## src/hdl/eccm_pkg.sv

```systemverilog
// Shared types, constants and the colour palette of the escape-count colour mapper.
package eccm_pkg;

    localparam int CNT_W = 16;
    localparam int PIX_W = 8;
    localparam int QUO_W = 8;
    localparam int NUM_W = CNT_W + QUO_W;
    localparam int RAD_W = 2 * CNT_W;
    localparam int COLOURED = 14;

    localparam int DEF_COUNT_BITS = 16;
    localparam int DEF_PALETTE_SIZE = 15;

    typedef enum logic [1:0] {
        MODE_OFF    = 2'd0,
        MODE_GREY   = 2'd1,
        MODE_SQRT   = 2'd2,
        MODE_LINEAR = 2'd3
    } t_mode;

    typedef enum logic {
        REG_MODE = 1'b0,
        REG_MAX  = 1'b1
    } t_reg;

    localparam logic [3*PIX_W-1:0] PALETTE [COLOURED] = '{
        24'hFFFFFF, 24'hFF0000, 24'hFF8000, 24'hFFFF00,
        24'h80FF00, 24'h00FF00, 24'h00FF80, 24'h00FFFF,
        24'h0080FF, 24'h0000FF, 24'h8000E1, 24'hFF00FF,
        24'hFF0080, 24'h808080
    };

    // Entries past the coloured part of the palette are black.
    function automatic logic [3*PIX_W-1:0] palette_colour(input logic [QUO_W-1:0] idx);
        logic [3*PIX_W-1:0] c;
        c = '0;
        if (idx < QUO_W'(COLOURED)) begin
            c = PALETTE[idx[3:0]];
        end
        return c;
    endfunction

    // Item state along the square-root chain.
    typedef struct packed {
        logic              valid;
        t_mode             mode;
        logic [CNT_W-1:0]  count;
        logic [CNT_W-1:0]  maxc;
        logic [CNT_W-1:0]  divisor;
        logic [NUM_W-1:0]  grey_num;
        logic [CNT_W-1:0]  grey_den;
        logic [RAD_W-1:0]  rem;
        logic [CNT_W-1:0]  root;
    } t_sq_item;

    // Item state along the division chain.
    typedef struct packed {
        logic              valid;
        t_mode             mode;
        logic              black;
        logic              ovf;
        logic [NUM_W-1:0]  rem;
        logic [CNT_W-1:0]  den;
        logic [QUO_W-1:0]  quo;
    } t_dv_item;

endpackage

```

## src/hdl/escape_count_colour_map_top.sv

```systemverilog
// Top level of the escape-count colour mapper: config registers, pipeline and output stage.
//
// Usage: pulse start with an escape count; the block never raises busy, so
// one count can be taken on every clock. Each count turns into one RGB
// triple on o_pixel_red/green/blue, marked by o_strobe for one cycle; the
// receiver takes it at the edge that ends that cycle and cannot stall it.
// Each count passes in order through the front stages, one square-root
// cell per count bit, stage 3, one division cell per quotient bit and the
// output register. Throughput: one pixel per cycle; the chain of cells is
// fully pipelined, every cell advances every cycle.
// Configuration: a valid/ready write channel, always ready; index 0 is the
// colour mode, index 1 the iteration limit. Write it only while no
// transaction is in flight. Reset sets mode greyscale and limit 255, and
// drops every item in the pipeline.
module escape_count_colour_map_top
    import eccm_pkg::*;
#(
    parameter int COUNT_BITS   = DEF_COUNT_BITS,
    parameter int PALETTE_SIZE = DEF_PALETTE_SIZE
) (
    input  logic             i_clk,
    input  logic             i_rst_n,
    input  logic             start,
    output logic             busy,
    input  logic [CNT_W-1:0] i_escape_count,
    output logic             o_strobe,
    output logic [PIX_W-1:0] o_pixel_red,
    output logic [PIX_W-1:0] o_pixel_green,
    output logic [PIX_W-1:0] o_pixel_blue,
    input  logic             i_cfg_valid,
    output logic             o_cfg_ready,
    input  logic             i_cfg_addr,
    input  logic [CNT_W-1:0] i_cfg_data
);

    localparam int EFF_BITS = (COUNT_BITS < CNT_W) ? COUNT_BITS : CNT_W;
    localparam logic [CNT_W-1:0] CNT_MASK = CNT_W'((64'd1 << EFF_BITS) - 64'd1);
    // Palette step is limit / (PALETTE_SIZE - 1), done as a multiply by reciprocal
    localparam int DIV_K    = PALETTE_SIZE - 1;
    localparam int RECIP_SH = CNT_W + $clog2(DIV_K);
    localparam int RECIP_W  = RECIP_SH + 1;
    localparam logic [RECIP_W-1:0] RECIP =
        RECIP_W'(((64'd1 << RECIP_SH) + 64'(DIV_K) - 64'd1) / 64'(DIV_K));
    localparam logic [QUO_W-1:0] IDX_MAX = QUO_W'(PALETTE_SIZE - 2);

    // Configuration registers
    t_mode            r_mode;
    logic [CNT_W-1:0] r_max_count;

    // Front stages
    logic                     r_s0_valid;
    t_mode                    r_s0_mode;
    logic [CNT_W-1:0]         r_s0_count;
    logic [CNT_W-1:0]         r_s0_maxc;
    logic                     r_s1_valid;
    t_mode                    r_s1_mode;
    logic [CNT_W-1:0]         r_s1_count;
    logic [CNT_W-1:0]         r_s1_maxc;
    logic [RAD_W-1:0]         r_s1_prod;
    logic [CNT_W+RECIP_W-1:0] r_s1_dprod;

    t_sq_item         n_s2;
    t_sq_item         r_s2;
    t_sq_item         sq_chain [CNT_W+1];
    t_dv_item         n_s3;
    t_dv_item         r_s3;
    t_dv_item         dv_chain [QUO_W+1];

    logic [CNT_W-1:0] m_val;
    logic [CNT_W-1:0] m_diff;
    logic [CNT_W-1:0] step;
    logic [CNT_W-1:0] sel_val;
    logic [QUO_W-1:0] idx;
    t_dv_item         last;

    logic             n_strobe;
    logic [PIX_W-1:0] n_red;
    logic [PIX_W-1:0] n_green;
    logic [PIX_W-1:0] n_blue;
    logic             r_strobe;
    logic [PIX_W-1:0] r_red;
    logic [PIX_W-1:0] r_green;
    logic [PIX_W-1:0] r_blue;

    assign busy        = 1'b0;
    assign o_cfg_ready = 1'b1;

    // Config write: take every transaction, whatever the index
    always_ff @(posedge i_clk) begin
        if (!i_rst_n) begin
            r_mode      <= MODE_GREY;
            r_max_count <= CNT_W'(255);
        end else if (i_cfg_valid && o_cfg_ready) begin
            unique case (t_reg'(i_cfg_addr))
                REG_MODE: r_mode      <= t_mode'(i_cfg_data[1:0]);
                REG_MAX:  r_max_count <= i_cfg_data;
                default:  r_mode      <= r_mode;
            endcase
        end
    end

    // Stage 0: capture the count and a snapshot of the config
    always_ff @(posedge i_clk) begin
        r_s0_mode  <= r_mode;
        r_s0_count <= i_escape_count & CNT_MASK;
        r_s0_maxc  <= r_max_count & CNT_MASK;
        if (!i_rst_n) begin
            r_s0_valid <= 1'b0;
        end else begin
            r_s0_valid <= start && !busy;
        end
    end

    // Stage 1: the two products, each registered on its own
    always_ff @(posedge i_clk) begin
        r_s1_mode  <= r_s0_mode;
        r_s1_count <= r_s0_count;
        r_s1_maxc  <= r_s0_maxc;
        r_s1_prod  <= RAD_W'(r_s0_count) * RAD_W'(r_s0_maxc);
        r_s1_dprod <= (CNT_W+RECIP_W)'(r_s0_maxc) * (CNT_W+RECIP_W)'(RECIP);
        if (!i_rst_n) begin
            r_s1_valid <= 1'b0;
        end else begin
            r_s1_valid <= r_s0_valid;
        end
    end

    // Stage 2: palette step, greyscale numerator and divisor, seed the root
    always_comb begin
        step   = CNT_W'(r_s1_dprod >> RECIP_SH);
        m_val  = (r_s1_maxc == '0) ? CNT_W'(1) : r_s1_maxc;
        m_diff = m_val - r_s1_count;

        n_s2.valid    = r_s1_valid;
        n_s2.mode     = r_s1_mode;
        n_s2.count    = r_s1_count;
        n_s2.maxc     = r_s1_maxc;
        n_s2.divisor  = (step == '0) ? CNT_W'(1) : step;
        n_s2.grey_den = m_val;
        n_s2.rem      = r_s1_prod;
        n_s2.root     = '0;
        // 255 * (m - count), zero once the count reaches the limit
        if (r_s1_count < m_val) begin
            n_s2.grey_num = (NUM_W'(m_diff) << PIX_W) - NUM_W'(m_diff);
        end else begin
            n_s2.grey_num = '0;
        end
    end

    always_ff @(posedge i_clk) begin
        if (!i_rst_n) begin
            r_s2 <= '0;
        end else begin
            r_s2 <= n_s2;
        end
    end

    // Square-root chain, most significant root bit first
    assign sq_chain[0] = r_s2;

    for (genvar gi = 0; gi < CNT_W; gi++) begin : g_sqrt
        eccm_sqrt_cell #(
            .BIT (CNT_W - 1 - gi)
        ) u_cell (
            .i_clk   (i_clk),
            .i_rst_n (i_rst_n),
            .i_item  (sq_chain[gi]),
            .o_item  (sq_chain[gi+1])
        );
    end

    // Stage 3: pick the dividend and divisor for this mode
    always_comb begin
        sel_val = (sq_chain[CNT_W].mode == MODE_SQRT) ? sq_chain[CNT_W].root
                                                      : sq_chain[CNT_W].count;
        n_s3.valid = sq_chain[CNT_W].valid;
        n_s3.mode  = sq_chain[CNT_W].mode;
        n_s3.black = sel_val == sq_chain[CNT_W].maxc;
        n_s3.quo   = '0;
        if (sq_chain[CNT_W].mode == MODE_GREY) begin
            n_s3.rem = sq_chain[CNT_W].grey_num;
            n_s3.den = sq_chain[CNT_W].grey_den;
        end else begin
            n_s3.rem = NUM_W'(sel_val);
            n_s3.den = sq_chain[CNT_W].divisor;
        end
        // Quotient too large for the chain: palette index saturates
        n_s3.ovf = n_s3.rem >= {n_s3.den, QUO_W'(0)};
    end

    always_ff @(posedge i_clk) begin
        if (!i_rst_n) begin
            r_s3 <= '0;
        end else begin
            r_s3 <= n_s3;
        end
    end

    // Division chain, most significant quotient bit first
    assign dv_chain[0] = r_s3;

    for (genvar gj = 0; gj < QUO_W; gj++) begin : g_div
        eccm_div_cell #(
            .BIT (QUO_W - 1 - gj)
        ) u_cell (
            .i_clk   (i_clk),
            .i_rst_n (i_rst_n),
            .i_item  (dv_chain[gj]),
            .o_item  (dv_chain[gj+1])
        );
    end

    // Output stage: greyscale, palette lookup or black
    assign last = dv_chain[QUO_W];

    always_comb begin
        if (last.ovf || last.quo > IDX_MAX) begin
            idx = IDX_MAX;
        end else begin
            idx = last.quo;
        end
        n_strobe = last.valid;
        unique case (last.mode)
            MODE_GREY: begin
                n_red   = last.quo;
                n_green = last.quo;
                n_blue  = last.quo;
            end
            MODE_SQRT, MODE_LINEAR: begin
                if (last.black) begin
                    {n_red, n_green, n_blue} = '0;
                end else begin
                    {n_red, n_green, n_blue} = palette_colour(idx);
                end
            end
            default: begin
                {n_red, n_green, n_blue} = '0;
            end
        endcase
    end

    always_ff @(posedge i_clk) begin
        r_red   <= n_red;
        r_green <= n_green;
        r_blue  <= n_blue;
        if (!i_rst_n) begin
            r_strobe <= 1'b0;
        end else begin
            r_strobe <= n_strobe;
        end
    end

    assign o_strobe      = r_strobe;
    assign o_pixel_red   = r_red;
    assign o_pixel_green = r_green;
    assign o_pixel_blue  = r_blue;

endmodule

```

## src/hdl/eccm_sqrt_cell.sv

```systemverilog
// One square-root cell: settles one root bit and hands the item on.
module eccm_sqrt_cell
    import eccm_pkg::*;
#(
    parameter int BIT = 0
) (
    input  logic     i_clk,
    input  logic     i_rst_n,
    input  t_sq_item i_item,
    output t_sq_item o_item
);

    logic [RAD_W:0] trial;
    logic           fits;
    t_sq_item       n_item;
    t_sq_item       r_item;

    // (root + 2^BIT)^2 - root^2
    assign trial = ((RAD_W+1)'(i_item.root) << (BIT + 1)) + ((RAD_W+1)'(1) << (2 * BIT));
    assign fits  = {1'b0, i_item.rem} >= trial;

    always_comb begin
        n_item = i_item;
        if (fits) begin
            n_item.rem  = i_item.rem - trial[RAD_W-1:0];
            n_item.root = i_item.root | (CNT_W'(1) << BIT);
        end
    end

    always_ff @(posedge i_clk) begin
        if (!i_rst_n) begin
            r_item <= '0;
        end else begin
            r_item <= n_item;
        end
    end

    assign o_item = r_item;

endmodule

```

## src/hdl/eccm_div_cell.sv

```systemverilog
// One restoring-division cell: settles one quotient bit and hands the item on.
module eccm_div_cell
    import eccm_pkg::*;
#(
    parameter int BIT = 0
) (
    input  logic     i_clk,
    input  logic     i_rst_n,
    input  t_dv_item i_item,
    output t_dv_item o_item
);

    logic [NUM_W-1:0] sub;
    t_dv_item         n_item;
    t_dv_item         r_item;

    assign sub = NUM_W'(i_item.den) << BIT;

    always_comb begin
        n_item = i_item;
        if (i_item.rem >= sub) begin
            n_item.rem = i_item.rem - sub;
            n_item.quo = i_item.quo | (QUO_W'(1) << BIT);
        end
    end

    always_ff @(posedge i_clk) begin
        if (!i_rst_n) begin
            r_item <= '0;
        end else begin
            r_item <= n_item;
        end
    end

    assign o_item = r_item;

endmodule

```

## config.mk

```make
export PLATFORM = sky130hd
export DESIGN_NAME = escape_count_colour_map_top
export DESIGN_NICKNAME = d
export VERILOG_FILES = /design/src/hdl/eccm_pkg.sv /design/src/hdl/escape_count_colour_map_top.sv /design/src/hdl/eccm_sqrt_cell.sv /design/src/hdl/eccm_div_cell.sv
export SDC_FILE = /design/constraint.sdc
export NUM_CORES = 2
export LEC_CHECK = 0
export BUFFER_PORTS_ARGS = -buffer_cell sky130_fd_sc_hd__buf_2
export CAP_MARGIN = 30
export CORE_MARGIN = 2
export CORE_UTILIZATION = 63
export DETAILED_ROUTE_END_ITERATION = 16
export GPL_ROUTABILITY_DRIVEN = 0
export PLACE_DENSITY = 0.76
export SYNTH_ARGS = -nofsm -noshare
export SYNTH_HDL_FRONTEND = slang
export SYNTH_SLANG_ARGS = --single-unit
```

## constraint.sdc

```tcl
create_clock -name i_clk -period 7.7 [get_ports i_clk]
set_input_delay 0.385 -clock i_clk [delete_from_list [all_inputs] [get_ports i_clk]]
set_output_delay 0.385 -clock i_clk [all_outputs]
set_load 0.05 [all_outputs]
```

==> results.yml <==
timing:
  maxSlewViolCount: 0
  setup_viol: 0
  worstMarginPinSlew_ps: 1190
  fin_crit_sh_pct: 89.2
  fin_ws_ps: 831
  final-hold-violation-count: 0
  maxSlewHeadroom_pct: 21.0
  period_needed_ps: 6870
  fmax_mhz: 146
  setup_tns_ps: 0
  fin_skew_ps: 56.9
  rsz0062_at_grt: "false"
layout:
  final_nets: 10900
  fin_util_pct: 70.5
  final_area_sq_um: 114000
  area_growth_syn_to_layout_pct: 10.9
  drive_gt1_share_pct: 5.61
  final_cells: 12400
route:
  drtIter0Drc: 4489
  wl_per_cell_um: 15.7
  drtPass1Iterations: 12
  vias: 64300
  drc_errors: 0
  viasPerCell: 5.19
  ant_nets: 0
  routed_wl_um: 195000
clocking:
  cts.clk_slew.worst_paths_ps: 70
  cts_buffers: 279
  ctsHoldBuffers: 37
  clk_path_buf_depth: 4
  cts_resized: 0
  cts_setup_buffers: 0
  clk_latency_ps: 900
  cts_root_buf: "clkbuf_16"
  clock_sinks: 2703
  cts_tree: "done"
  htreeDepth: 5
placement:
  post-place-ws_ps: 998
  dp.cells: 11900
  port_buffers: 61
  hpwl_um: 136000
  dpl_cell_area_sq_um: 104000
critical_path:
  crit_slowest_cell: "dfxtp_1"
  cp.required_ps: 8500
  max_stage_delay_ps: 890
  criticalPathCategory: "flip-flop to flip-flop"
  startpoint_type: "flip-flop"
  crit_chain: "ha_1 > inv_1 > fa_1 > inv_1 > fa_1 > inv_1 > fa_1 > fa_1 > inv_1 > fa_1 > ha_1 > a211oi_1 > o21bai_1 > nor3_1 > a211oi_1 > o41ai_1 > o32ai_1 > or3_1 > a31oi_1 > xnor2_1"
  cp-end-kind: "flip-flop"
  crit_top_cell: "fa_1"
  crit_arrival_ps: 7670
  worst-path-max-fanout: 21
yosys:
  ys.flop_type: "dfxtp_1"
  synth-seq-cells: 2703
  async_flop_share_pct: 0
  ys_warn_count: 0
  syn_inst: 10000
  synth.avg_cell_area_sq_um: 10.2
  syn_area_sq_um: 102000
  synth_cell_types: 76
  yosysSeqAreaShare_pct: 52.8
  synth_edf_count: 0
  synthesis.nets: 10900
grt:
  grt_max_degree: 380
  track_usage_pct: 23.3
  antenna_found_initial: 2
  grt_overflow: 0
  grt_pass1_vias: 64600
  grt_pass1_wl_um: 319000
power:
  power_density_nw_per_um2: 345
  leakage_nw: 49.8
  vdd_drop_max_v: 0.000441
die:
  die_area_sq_um: 166000
  coreArea_sq_um: 161000
  pin_count: 64
  num_rows: 147
  die_x_um: 407
  start_util_pct: 63.6
  die_h_um: 407
run:
  drv_cap: 0
hold_path:
  min_path_type: "primary input to flip-flop"
run_status:
  outcome: "completed"
[metal layers]
metal	wire (um)	part of all wire, %	track usage (%)
met1	82100	42	28.2
met2	92700	48	39.4
met3	8800	4.5	3.67
met4	11100	5.7	13.2
met5	12	0.0062	0
[stage by stage]
| stage | power [mW] | hold WS, ps |
|---|---|---|
| 2_1_floorplan | 23.9 | 310 |
| 3_3_place_gp | 26.0 | 322 |
| 3_5_place_dp | 26.4 | 323 |
| 4_1_cts | 39.3 | 77.2 |
| 5_1_grt | 41.4 | 97.5 |
| 6_report | 39.1 | 140 |
[sequential cells by signal, indices dropped and copies added, names as in the netlist]
name                  flops
g_sqrt.u_cell.o_item   2024
g_div.u_cell.o_item     356
r_s2                    120
dv_chain                 45
r_s1_prod                32
r_max_count              16
r_s0_count               16
r_s0_maxc                16
r_s1_count               16
r_s1_maxc                16
r_s1_dprod               13
o_pixel_blue              8
o_pixel_green             8
o_pixel_red               8
r_mode                    2
r_s0_mode                 2
r_s1_mode                 2
o_strobe                  1
r_s0_valid                1
r_s1_valid                1
[cells in the mapped netlist (60+ instances only)]
library cell  instances  area share [%]
nor3_1              117            0.57
a21oi_1             305             1.5
nand4_1              66            0.40
and2_1             1998              12
nor2_1              753             2.8
a211oi_1             75            0.55
mux2i_1             151             1.5
nor4_1               98            0.60
nor2b_1              74            0.45
nand2b_1             68            0.42
nand3_1              92            0.45
ha_1                546             6.7
nand2_1             489             1.8
clkbuf_1            393             1.4
or3_1                60            0.37
a21o_1              110            0.81
fa_1                247             4.8
dfxtp_1            2703              53
o21ai_0             153            0.75
xor2_1              116            0.99
inv_1               725             2.7
xnor2_1             194             1.7
[placed cells by master (no fill, tap or decap), types with 20 or more instances in the layout]
master and count:
xnor2_1 194, nand2_1 489, nand2b_1 68, and2_1 1998
dfxtp_1 2703, o21ai_0 152, clkbuf_16 283, nand3_1 92
and3_1 34, dlygate4sd3_1 37, or2_2 24, nor3_1 117
nor2_1 753, buf_4 39, nor4b_1 21, or3_1 60
inv_1 725, o31ai_1 34, nand4_1 66, a21oi_1 305
ha_1 546, o211ai_1 23, o21bai_1 20, nor2b_1 73
fa_1 247, clkbuf_1 50, a21o_1 110, a211oi_1 73
clkbuf_8 42, buf_2 61, mux2i_1 151, clkinv_2 41
a31oi_1 31, or4_1 39, o21a_1 51, nor4_1 98
xor2_1 116
[cell families (layout without fill, tap and decap cells)]
group | count (synthesis) | after routing | synth area share [%]
XOR/XNOR | 310 | 310 | 2.65
other | 2 | 3 | 0.00733
multiplexers | 152 | 152 | 1.49
adder cells (fa/ha/maj) | 793 | 793 | 11.5
flip-flops | 2703 | 2703 | 52.8
buffers and inverters | 1136 | 1331 | 4.18
AO/OA/AOI/OAI | 952 | 952 | 5.98
AND/OR/NAND/NOR | 3993 | 3993 | 21.3
[layout make-up]
cell class                      instances  area (sq um)
Antenna cell                            1          2.50
Clock buffer                          375          7850
Clock inverter                         86           992
Fill cell                           11500         47400
Inverter                              726          2730
Multi-Input combinational cell       6202         44000
Sequential cell                      2703         54100
Tap cell                             2160          2700
Timing Repair Buffer                  144          1110
[final timing paths]
check | slack [ps] | start | cells after the start | endpoint
worst min register to register | 330 | r_s0_mode[1] | 0 | r_s1_mode[1]
worst min-delay path | 140 | i_escape_count[5] | 2 | r_s0_count[5]
worst max register to register | 830 | r_s0_maxc[13] | 20 | r_s1_dprod[32]
worst max-delay path | 830 | r_s0_maxc[13] | 20 | r_s1_dprod[32]
[report_power, final]
part	total (mW)	switching (mW)	internal, mW
clock	12.9	5.13	7.73
sequential	15.5	0.545	14.9
combinational	10.8	6.25	4.56
[critical path, delay by kind of cell (launching register included)]
kind                     cells  cell delay, ps
AO/OA/AOI/OAI                6            1990
AND/OR/NAND/NOR              2             610
buffers and inverters        4             270
flip-flops                   1             890
adder cells (fa/ha/maj)      7            2880
XOR/XNOR                     1             130
Note: power is estimated with default switching activity, not from simulation.
